[config.mk]
export PLATFORM = sky130hd
export DESIGN_NAME = bisection_square_root
export DESIGN_NICKNAME = d
export VERILOG_FILES = /design/src/bsr_pkg.sv /design/src/bsr_datapath.sv /design/src/bsr_control.sv /design/src/bisection_square_root.sv
export SDC_FILE = /design/constraint.sdc
export NUM_CORES = 2
export LEC_CHECK = 0
export BUFFER_PORTS_ARGS = -buffer_cell sky130_fd_sc_hd__clkbuf_2
export CORE_MARGIN = 5
export CORE_UTILIZATION = 55
export CTS_CLUSTER_DIAMETER = 40
export DETAILED_ROUTE_END_ITERATION = 8
export GPL_ROUTABILITY_DRIVEN = 0
export PLACE_DENSITY = 0.71
export SLEW_MARGIN = 40
export SYNTH_ARGS = -nofsm -noshare
export SYNTH_HDL_FRONTEND = slang
export SYNTH_SLANG_ARGS = --single-unit
[constraint.sdc]
create_clock -name clk -period 16 [get_ports clk]
set_input_delay 1.6 -clock clk [delete_from_list [all_inputs] [get_ports clk]]
set_output_delay 1.6 -clock clk [all_outputs]
set_load 0.02 [all_outputs]
[src/bsr_pkg.sv]
`timescale 1ns / 1ps
`default_nettype none
// ----------------------------------------------------------------------------
// Bisection square root package
// Field widths, reset values and the command/status bundles shared by the
// controller and the datapath.
// ----------------------------------------------------------------------------
package bsr_pkg;

    localparam int N_BITS     = 32;
    localparam int ROOT_BITS  = 25;
    localparam int TOL_BITS   = 16;
    localparam int STEP_BITS  = 7;
    localparam int STEP_LIMIT = 128;

    localparam logic [TOL_BITS-1:0] TOL_RESET = 16'd59;

    // Commands from the controller to the datapath.
    typedef struct packed {
        logic load;      // take a new operand and set the initial interval
        logic square;    // form the midpoint and register its square
        logic update;    // move one bound to the midpoint
        logic out_load;  // copy the midpoint and the flag to the result register
    } dp_cmd_t;

    // Status from the datapath to the controller.
    typedef struct packed {
        logic hit;       // difference is below the tolerance
        logic stall;     // interval one LSB wide, or square equals the operand
    } dp_status_t;

endpackage
`default_nettype wire

[src/bsr_datapath.sv]
`timescale 1ns / 1ps
`default_nettype none
// ----------------------------------------------------------------------------
// Bisection square root datapath
// Holds the bounds, the midpoint, its registered square, the tolerance
// register and the result register.
// ----------------------------------------------------------------------------
module bsr_datapath #(
    parameter int FRACTION_BITS = 16,
    parameter int INTEGER_BITS  = 16
) (
    input  wire logic                         clk,
    input  wire logic                         rst_n,
    input  wire bsr_pkg::dp_cmd_t             cmd,
    output bsr_pkg::dp_status_t               status,
    input  wire logic [bsr_pkg::N_BITS-1:0]   n_value,
    input  wire logic                         tol_we,
    input  wire logic [bsr_pkg::TOL_BITS-1:0] tol_data,
    output logic [bsr_pkg::ROOT_BITS-1:0]     root,
    output logic                              met_tolerance
);

    localparam int W       = INTEGER_BITS + FRACTION_BITS;
    localparam int SQ_BITS = 2 * W - FRACTION_BITS;
    localparam logic [W-1:0] ONE = {{(W-1){1'b0}}, 1'b1} << FRACTION_BITS;

    logic [W-1:0]                 n_reg, lo_reg, hi_reg, mid_reg;
    logic [W-1:0]                 n_next, lo_next, hi_next, mid_next;
    logic [2*W-1:0]               prod_reg, prod_next;
    logic [W:0]                   sum;
    logic [SQ_BITS-1:0]           sq, n_ext, diff;
    logic                         greater, less;
    logic [bsr_pkg::TOL_BITS-1:0] tol_reg;
    logic [bsr_pkg::ROOT_BITS-1:0] root_reg;
    logic                         met_reg;

    assign n_next    = W'(n_value);
    assign sum       = (W+1)'(lo_reg) + (W+1)'(hi_reg);
    assign mid_next  = sum[W:1];
    assign prod_next = (2*W)'(mid_next) * (2*W)'(mid_next);

    // Square scaled back to the operand's format, truncated.
    assign sq      = prod_reg[2*W-1:FRACTION_BITS];
    assign n_ext   = SQ_BITS'(n_reg);
    assign greater = sq > n_ext;
    assign less    = sq < n_ext;
    assign diff    = greater ? (sq - n_ext) : (n_ext - sq);

    assign status.hit   = diff < SQ_BITS'(tol_reg);
    assign status.stall = ((hi_reg - lo_reg) <= W'(1)) || (!greater && !less);

    always_comb
    begin
        lo_next = lo_reg;
        hi_next = hi_reg;
        if (cmd.load)
        begin
            if (n_next >= ONE)
            begin
                lo_next = ONE;
                hi_next = n_next;
            end
            else
            begin
                lo_next = n_next;
                hi_next = ONE;
            end
        end
        else if (cmd.update)
        begin
            if (less)
                lo_next = mid_reg;
            else
                hi_next = mid_reg;
        end
    end

    always_ff @(posedge clk or negedge rst_n)
    begin
        if (!rst_n)
        begin
            tol_reg <= bsr_pkg::TOL_RESET;
        end
        else if (tol_we)
        begin
            tol_reg <= tol_data;
        end
    end

    always_ff @(posedge clk or negedge rst_n)
    begin
        if (!rst_n)
        begin
            n_reg    <= '0;
            lo_reg   <= '0;
            hi_reg   <= '0;
            mid_reg  <= '0;
            prod_reg <= '0;
            root_reg <= '0;
            met_reg  <= 1'b0;
        end
        else
        begin
            if (cmd.load)
                n_reg <= n_next;
            lo_reg <= lo_next;
            hi_reg <= hi_next;
            if (cmd.square)
            begin
                mid_reg  <= mid_next;
                prod_reg <= prod_next;
            end
            if (cmd.out_load)
            begin
                root_reg <= bsr_pkg::ROOT_BITS'(mid_reg);
                met_reg  <= status.hit;
            end
        end
    end

    assign root          = root_reg;
    assign met_tolerance = met_reg;

endmodule
`default_nettype wire

[src/bsr_control.sv]
`timescale 1ns / 1ps
`default_nettype none
// ----------------------------------------------------------------------------
// Bisection square root controller
// Sequences load, square and check steps, counts steps and owns the
// input and output handshakes.
// ----------------------------------------------------------------------------
module bsr_control (
    input  wire logic                 clk,
    input  wire logic                 rst_n,
    input  wire logic                 s_tvalid,
    output logic                      s_tready,
    output logic                      m_tvalid,
    input  wire logic                 m_tready,
    output bsr_pkg::dp_cmd_t          cmd,
    input  wire bsr_pkg::dp_status_t  status
);

    typedef enum logic [1:0] {
        ST_IDLE,
        ST_SQUARE,
        ST_CHECK
    } state_t;

    state_t                        state_reg, state_next;
    logic [bsr_pkg::STEP_BITS-1:0] step_reg, step_next;
    logic                          m_tvalid_reg, m_tvalid_next;
    logic                          done, slot_free;

    assign done      = status.hit || status.stall
                       || (step_reg == bsr_pkg::STEP_BITS'(bsr_pkg::STEP_LIMIT - 1));
    assign slot_free = !m_tvalid_reg || m_tready;

    always_comb
    begin
        state_next    = state_reg;
        step_next     = step_reg;
        m_tvalid_next = m_tvalid_reg;
        cmd           = '0;
        if (m_tready)
            m_tvalid_next = 1'b0;
        case (state_reg)
            ST_IDLE:
            begin
                if (s_tvalid)
                begin
                    cmd.load   = 1'b1;
                    step_next  = '0;
                    state_next = ST_SQUARE;
                end
            end
            ST_SQUARE:
            begin
                cmd.square = 1'b1;
                state_next = ST_CHECK;
            end
            ST_CHECK:
            begin
                // A finished search waits here while the result register is full.
                if (done)
                begin
                    if (slot_free)
                    begin
                        cmd.out_load  = 1'b1;
                        m_tvalid_next = 1'b1;
                        state_next    = ST_IDLE;
                    end
                end
                else
                begin
                    cmd.update = 1'b1;
                    step_next  = step_reg + 1'b1;
                    state_next = ST_SQUARE;
                end
            end
            default:
            begin
                state_next = ST_IDLE;
            end
        endcase
    end

    always_ff @(posedge clk or negedge rst_n)
    begin
        if (!rst_n)
        begin
            state_reg    <= ST_IDLE;
            step_reg     <= '0;
            m_tvalid_reg <= 1'b0;
        end
        else
        begin
            state_reg    <= state_next;
            step_reg     <= step_next;
            m_tvalid_reg <= m_tvalid_next;
        end
    end

    assign s_tready = (state_reg == ST_IDLE);
    assign m_tvalid = m_tvalid_reg;

    a_out_load_free: assert property (@(posedge clk) disable iff (!rst_n)
        cmd.out_load |-> (!m_tvalid_reg || m_tready))
        else $error("result register overwritten while a beat was pending");

    a_accept_starts: assert property (@(posedge clk) disable iff (!rst_n)
        (s_tvalid && s_tready) |=> (state_reg == ST_SQUARE))
        else $error("accepted beat did not start a search");

    a_rise_from_check: assert property (@(posedge clk) disable iff (!rst_n)
        $rose(m_tvalid_reg) |-> ($past(state_reg) == ST_CHECK))
        else $error("result raised outside of a check step");

    a_update_no_out: assert property (@(posedge clk) disable iff (!rst_n)
        cmd.update |-> !cmd.out_load && !done)
        else $error("bounds moved on a finished search");

endmodule
`default_nettype wire

[src/bisection_square_root.sv]
`timescale 1ns / 1ps
`default_nettype none
// ----------------------------------------------------------------------------
// Bisection square root
// Unsigned fixed-point square root found by bisecting the interval between
// the operand and one, one squaring per step.
// ----------------------------------------------------------------------------
//  Channel   Dir  Signals                        Contents
//  s_*       in   s_tvalid s_tready s_tdata      n_value
//  m_*       out  m_tvalid m_tready m_tdata      root, met_tolerance (tuser)
//  cfg_*     in   cfg_valid cfg_ready cfg_data   tolerance
//
//  A search runs from the input beat through S bisection steps to the result, S
//  being the number of steps (at most about word width + 1, 33 for Q16.16).
//  Each step forms and squares the midpoint through the single multiplier in
//  ST_SQUARE, then compares and moves a bound in ST_CHECK.
//  Reset clears the controller and sets the tolerance to 59.
//  A new beat is taken while a finished result still waits on m_tready; a
//  second finished search holds until that result is taken.
// ----------------------------------------------------------------------------
module bisection_square_root #(
    parameter int FRACTION_BITS = 16,
    parameter int INTEGER_BITS  = 16
) (
    input  wire logic        clk,
    input  wire logic        rst_n,
    input  wire logic        s_tvalid,
    output logic             s_tready,
    input  wire logic [31:0] s_tdata,   // [31:0] n_value
    output logic             m_tvalid,
    input  wire logic        m_tready,
    output logic [31:0]      m_tdata,   // [24:0] root, [31:25] zero
    output logic             m_tuser,   // [0] met_tolerance
    input  wire logic        cfg_valid,
    output logic             cfg_ready,
    input  wire logic [15:0] cfg_data   // [15:0] tolerance
);

    bsr_pkg::dp_cmd_t              cmd;
    bsr_pkg::dp_status_t           status;
    logic [bsr_pkg::ROOT_BITS-1:0] root;

    assign cfg_ready = 1'b1;

    bsr_control u_control (
        .clk      (clk),
        .rst_n    (rst_n),
        .s_tvalid (s_tvalid),
        .s_tready (s_tready),
        .m_tvalid (m_tvalid),
        .m_tready (m_tready),
        .cmd      (cmd),
        .status   (status)
    );

    bsr_datapath #(
        .FRACTION_BITS (FRACTION_BITS),
        .INTEGER_BITS  (INTEGER_BITS)
    ) u_datapath (
        .clk           (clk),
        .rst_n         (rst_n),
        .cmd           (cmd),
        .status        (status),
        .n_value       (s_tdata),
        .tol_we        (cfg_valid && cfg_ready),
        .tol_data      (cfg_data),
        .root          (root),
        .met_tolerance (m_tuser)
    );

    assign m_tdata = {{(32 - bsr_pkg::ROOT_BITS){1'b0}}, root};

endmodule
`default_nettype wire

# Yosys cells after proc, flatten, opt, wreduce, memory -nomap -nowiden
# Index checks and enable logic that the tools add are counted.
# classes
muxes	27
mul	1
order_cmp	5
n_addsub	5
n_reduce_logical	16
n_eq_ne	7
# op_table
cell	count
2-to-1 mux 32 bit	8
multiplier 32 x 32 -> 64 bit	1
greater-than comparator 48 x 32 -> 1 bit	1
< comparator 48 x 16 -> 1 bit	1
< comparator 48 x 32 -> 1 bit	1
2-to-1 mux 48 bit	1
subtractor 32 x 48 -> 48 bit	1
subtractor 48 x 32 -> 48 bit	1
adder 32 x 32 -> 33 bit	1
>= comparator 32 x 17 -> 1 bit, second input constant	1
less-or-equal comparator 32 x 1 -> 1 bit, second input constant	1
subtractor 32 bit	1
2-to-1 mux 7 bit	2
case mux 7 bit (2 select lines)	1
2-to-1 mux 1 bit	10
2-to-1 mux 2 bit	4
adder 7 x 1 -> 7 bit, second input constant	1
equality test 7 bit, second input constant	1
inequality test 2 bit, second input constant	3
case mux 2 bit (3 select lines)	1
AND reduction 2 bit	3
nonzero test 2 bit	3
logical OR 1 bit	4
zero test 1 bit	3
6 further kinds	6
# totals
wordCells	72
reg_bits	244
out_inout_bits	36
in_bits	53

# Logic depth before layout (Yosys ltp)
# logic_depth
ltp_word	10
ltp_mapped	48
ltp_nobuf	46

# Cells and area by module
# Synthesis repeated with hierarchy kept, for this count alone.
# unflattened
hier_cells	5048
hier_area_um2	44610.3
# by_module_without_submodules
module	seq_area_each_um2	instances	area_per_inst_um2	cells_each
bsr_datapath	5461.5	1	44014.7	4985
bsr_control	250.2	1	528.0	53
bisection_square_root	0.0	1	67.6	10

# Worst setup path after synthesis
# OpenSTA, ideal clock, no wires.
# synth_path
path_type	reg-to-reg
startpoint	reg u_datapath.hi_reg[6]
endpoint	reg u_datapath.prod_reg[62]
slack_ps	5403
stages_incl_launch_ff	46
setup_ps	134
path_buffers	3
required_ps	15866
arrival_time_ps	10463
period_less_slack_ps	10597
cell_sequence	dfrtp_1 -> ha_1 -> clkbuf_1 -> nand2b_1 -> a21oi_1 -> nor2_1 -> o211ai_1 -> o21ai_0 -> o31ai_1 -> a31o_2 -> a211o_1 -> a21oi_1 -> o21bai_1 -> a21oi_1 -> xnor2_1 -> inv_1 -> buf_2 -> buf_1 -> [10 not listed] -> fa_1 -> inv_1 -> fa_1 -> inv_1 -> ha_1 -> a21o_1 -> a21o_1 -> a21oi_1 -> a21boi_0 -> a211o_1 -> nand2_1 -> a41oi_1 -> o21ai_0 -> a31oi_1 -> o21ai_0 -> a21oi_1 -> xor2_1 -> o21ai_0
# synth_via
elab_chain_cells	2
# synth_rtl
element	line_no	rtl
start, declared	bsr_datapath.sv:27	logic [W-1:0] n_reg, lo_reg, hi_reg, mid_reg;
start signal, assigned	bsr_datapath.sv:107	hi_reg <= hi_next;
adder 32 x 32 -> 33 bit	bsr_datapath.sv:38	assign sum = (W+1)'(lo_reg) + (W+1)'(hi_reg);
named net u_datapath.sum[29]	bsr_datapath.sv:30	logic [W:0] sum;
multiplier 32 x 32 -> 64 bit	bsr_datapath.sv:40	assign prod_next = (2*W)'(mid_next) * (2*W)'(mid_next);
end signal, assigned	bsr_datapath.sv:111	prod_reg <= prod_next;
end, declared	bsr_datapath.sv:29	logic [2*W-1:0] prod_reg, prod_next;
# The timed path passes the listed nets, and every way through them passes these cells.
# A chain may end at the register's enable or synchronous reset.

# Worst setup path in the final report
# layout_path
startpoint	reg u_datapath.lo_reg[0]
endpoint	reg u_datapath.prod_reg[62]
# layout_via
elab_chain_cells	2
# layout_rtl
element	line_no	rtl
start, declared	bsr_datapath.sv:27	
start signal, assigned	bsr_datapath.sv:106	lo_reg <= lo_next;
adder 32 x 32 -> 33 bit	bsr_datapath.sv:38	
multiplier 32 x 32 -> 64 bit	bsr_datapath.sv:40	
# Every way passes these cells.

==> reports/results.tsv <==
stage	metric	value	unit
status	outcome	completed	
cells_and_area	diodes inserted	0	
place	HPWL after detailed placement	99700	um
route	final wirelength	123000	um
die	initial core utilization	0.553	
critical_path	CP endpoint kind	register	
synthesis	Mapped Area	0.0445	mm^2
timing	Worst-Margin Slew	867	ps
cts	H-tree levels	2	
route	antenna viol nets, final	0	
critical_path	Worst Path Required	16390	ps
route	First-pass DRT Iterations	6	
cts	clk root buf	clkbuf_16	
critical_path	critical path arrival	12790	ps
cts	post-CTS sizing	0	
route	routed via count	34400	
timing	fmax	0.0806	GHz
timing	final hold vios	0	
critical_path	Crit Path Class	reg -> reg	
die	CORE AREA	0.0804	mm^2
cells_and_area	layout cell share with drive strength beyond 1	0.0661	
route	iteration-0 DRC count of the detailed router	2957	
critical_path	crit-path max cell delay	680	ps
cells_and_area	fin nets	6252	
die	die height	294	um
die	full die area	0.0867	mm^2
synthesis	YS warnings	0	
timing	RSZ-0062 raised after global routing	no	
cts	CTS tree	yes	
cells_and_area	storage element area	0.00571	mm^2
timing	Tmin final	12400	ps
synthesis	Avg Inst Size Synth	8.89	um^2
cells_and_area	layout filler cell count	7020	
die	Die Width	294	um
worst_hold_path	WHS Path Cells	1	
global_route	total global-route track usage	0.288	
timing	# setup viols final	0	
cts	TritonCTS buffer count	35	
synthesis	register bit total from synthesis	228	
global_route	largest net degree at the start of global routing	101	
global_route	antenna violations before repair	3	
place	port bufs	80	
synthesis	Cells after Synth	5007	
cells_and_area	Area Growth Syn to Fin	6.27	%
synthesis	Yosys cell types	90	
critical_path	worst-path fanout max	19	
die	Top Ports	89	
global_route	GRT overflow	0	
cts	# clock sinks	228	
cts	# Post-CTS Setup Buffers	0	
timing	Worst Clk Skew	15.2	ps
die	std cell rows	104	
synthesis	Post-synth EDFFs	0	
cts	Post-CTS Hold Fix Bufs	0	
worst_hold_path	Hold WC Path Type	reg -> reg	
timing	max-slew violation count	0	
critical_path	Worst path most repeated cell	fa_1	
route	via/cell ratio	5.67	
synthesis	Async SR Flop Fraction	1.00	
timing	period utilization	0.775	
global_route	vias in the first global route	35700	
critical_path	Reg2Reg Depth	44	
cts	Worst-Skew Late Latency	550	ps
cts	clk buf depth	3	
flow_run	max_cap viols	0	
route	DRC violations left	0	
global_route	first-pass GRT wire length	196000	um
critical_path	crit start category	register	
cts	Reg clk slew, reported paths	60	ps
critical_path	CP max stage cell	clkinv_1	
route	DR WL/cell	20.4	um
timing	headroom to the max-slew limit	0.417	
timing	setup TNS	0	ps
cells_and_area	area of the multi-input gates	0.0339	mm^2
cells_and_area	max reg flops	48	
synthesis	sequential area share after synthesis	0.128	
synthesis	Most used DFF post-synth	dfrtp_1	
layer usage:
metal / track usage / vias up / routed length (um)
met5: 0 / - / 14
met4: 0.114 / 2 / 6360
met1: 0.386 / 17100 / 48500
met2: 0.471 / 1443 / 57900
met3: 0.0500 / 318 / 10700
li1: - / 15500 / -
final timing paths:
check,from,end,slack (ps)
min reg2reg,u_control.step_reg[5],u_control.step_reg[5],470
min,u_control.step_reg[5],u_control.step_reg[5],470
max in group asynchronous,rst_n,u_datapath.prod_reg[45],13360
min in group asynchronous,rst_n,u_datapath.tol_reg[2],950
max,u_datapath.lo_reg[0],u_datapath.prod_reg[62],3600
max reg2reg,u_datapath.lo_reg[0],u_datapath.prod_reg[62],3600
cells in the mapped netlist (30+ instances only):
master | count | share of area
a21o_1 | 81 | 0.014
a21oi_1 | 205 | 0.023
buf_2 | 32 | 0.0036
clkbuf_1 | 160 | 0.013
dfrtp_1 | 223 | 0.13
fa_1 | 801 | 0.36
ha_1 | 421 | 0.12
inv_1 | 1121 | 0.095
mux2_2 | 30 | 0.0076
mux2i_1 | 37 | 0.0083
nand2_1 | 529 | 0.045
nand3_1 | 47 | 0.0053
nand4_1 | 42 | 0.0059
nor2_1 | 413 | 0.035
nor3_1 | 43 | 0.0048
o21ai_0 | 231 | 0.026
xnor2_1 | 105 | 0.021
xor2_1 | 54 | 0.011
layout make-up:
cell class / count / share of cell area
Multi-Input combinational cell: 3437 / 0.716
Tap cell: 1060 / 0.0280
Sequential cell: 228 / 0.121
Timing Repair Buffer: 145 / 0.0200
Inverter: 1130 / 0.0897
Clock buffer: 38 / 0.0192
Clock inverter: 26 / 0.00590
worst max-delay path: cells and delay by family, from the launching register on:
family                     cells  cell delay [ps]
AOI/OAI and AO/OA             19             4590
xor gates and xnor gates       2              270
adders and majority gates     11             4930
buffers and inverters          8             1310
DFF                            1              380
and+or+nand+nor                4              740
per-stage QoR:
step / worst slack, ps / hold slack (ps) / cell area [um^2] / utilization / cells
2_1_floorplan: 5400 / 437 / 44500 / - / 5013
3_3_place_gp: 4040 / 456 / 46000 / 0.572 / 5997
3_5_place_dp: 3790 / 460 / 46100 / 0.573 / 5999
4_1_cts: 3750 / 468 / 47300 / 0.588 / 6063
5_1_grt: 2940 / 494 / 47300 / 0.588 / 6064
6_report: 3600 / 470 / 47300 / 0.588 / 6064
layout by cell type (no fill, tap or decap), types with 16 or more instances in the layout:
master / synthesis / final
mux2_4: 20 / 20
clkbuf_16: 0 / 35
nand2b_1: 25 / 24
xnor2_2: 0 / 16
nand4_1: 42 / 42
mux2_2: 30 / 30
fa_1: 801 / 801
clkbuf_2: 0 / 79
o31ai_1: 18 / 18
a211oi_1: 22 / 20
nor2_1: 413 / 412
o21a_1: 18 / 18
nand2_1: 529 / 528
a21o_1: 81 / 81
xnor2_1: 105 / 86
a31oi_1: 19 / 19
dfrtp_1: 223 / 223
or3_1: 19 / 19
buf_4: 13 / 60
a21oi_1: 205 / 204
mux2i_1: 37 / 37
o21ai_0: 231 / 230
o21bai_1: 28 / 28
nor2b_1: 18 / 18
nand3_1: 47 / 47
xor2_1: 54 / 52
inv_1: 1121 / 1116
nor3_1: 43 / 43
ha_1: 421 / 421
cell families after synthesis:
group / count (synthesis) / synth area share
multiplexers: 93 / 0.0242
adder cells (fa/ha/maj): 1222 / 0.479
XOR/XNOR: 159 / 0.0313
other: 2 / 0.000169
AO/OA/AOI/OAI: 749 / 0.105
flip-flops: 228 / 0.128
AND/OR/NAND/NOR: 1206 / 0.116
buffers and inverters: 1348 / 0.116
Power is not shown: default switching activity piles up to over one toggle a cycle in this logic, so the estimate is an artifact.
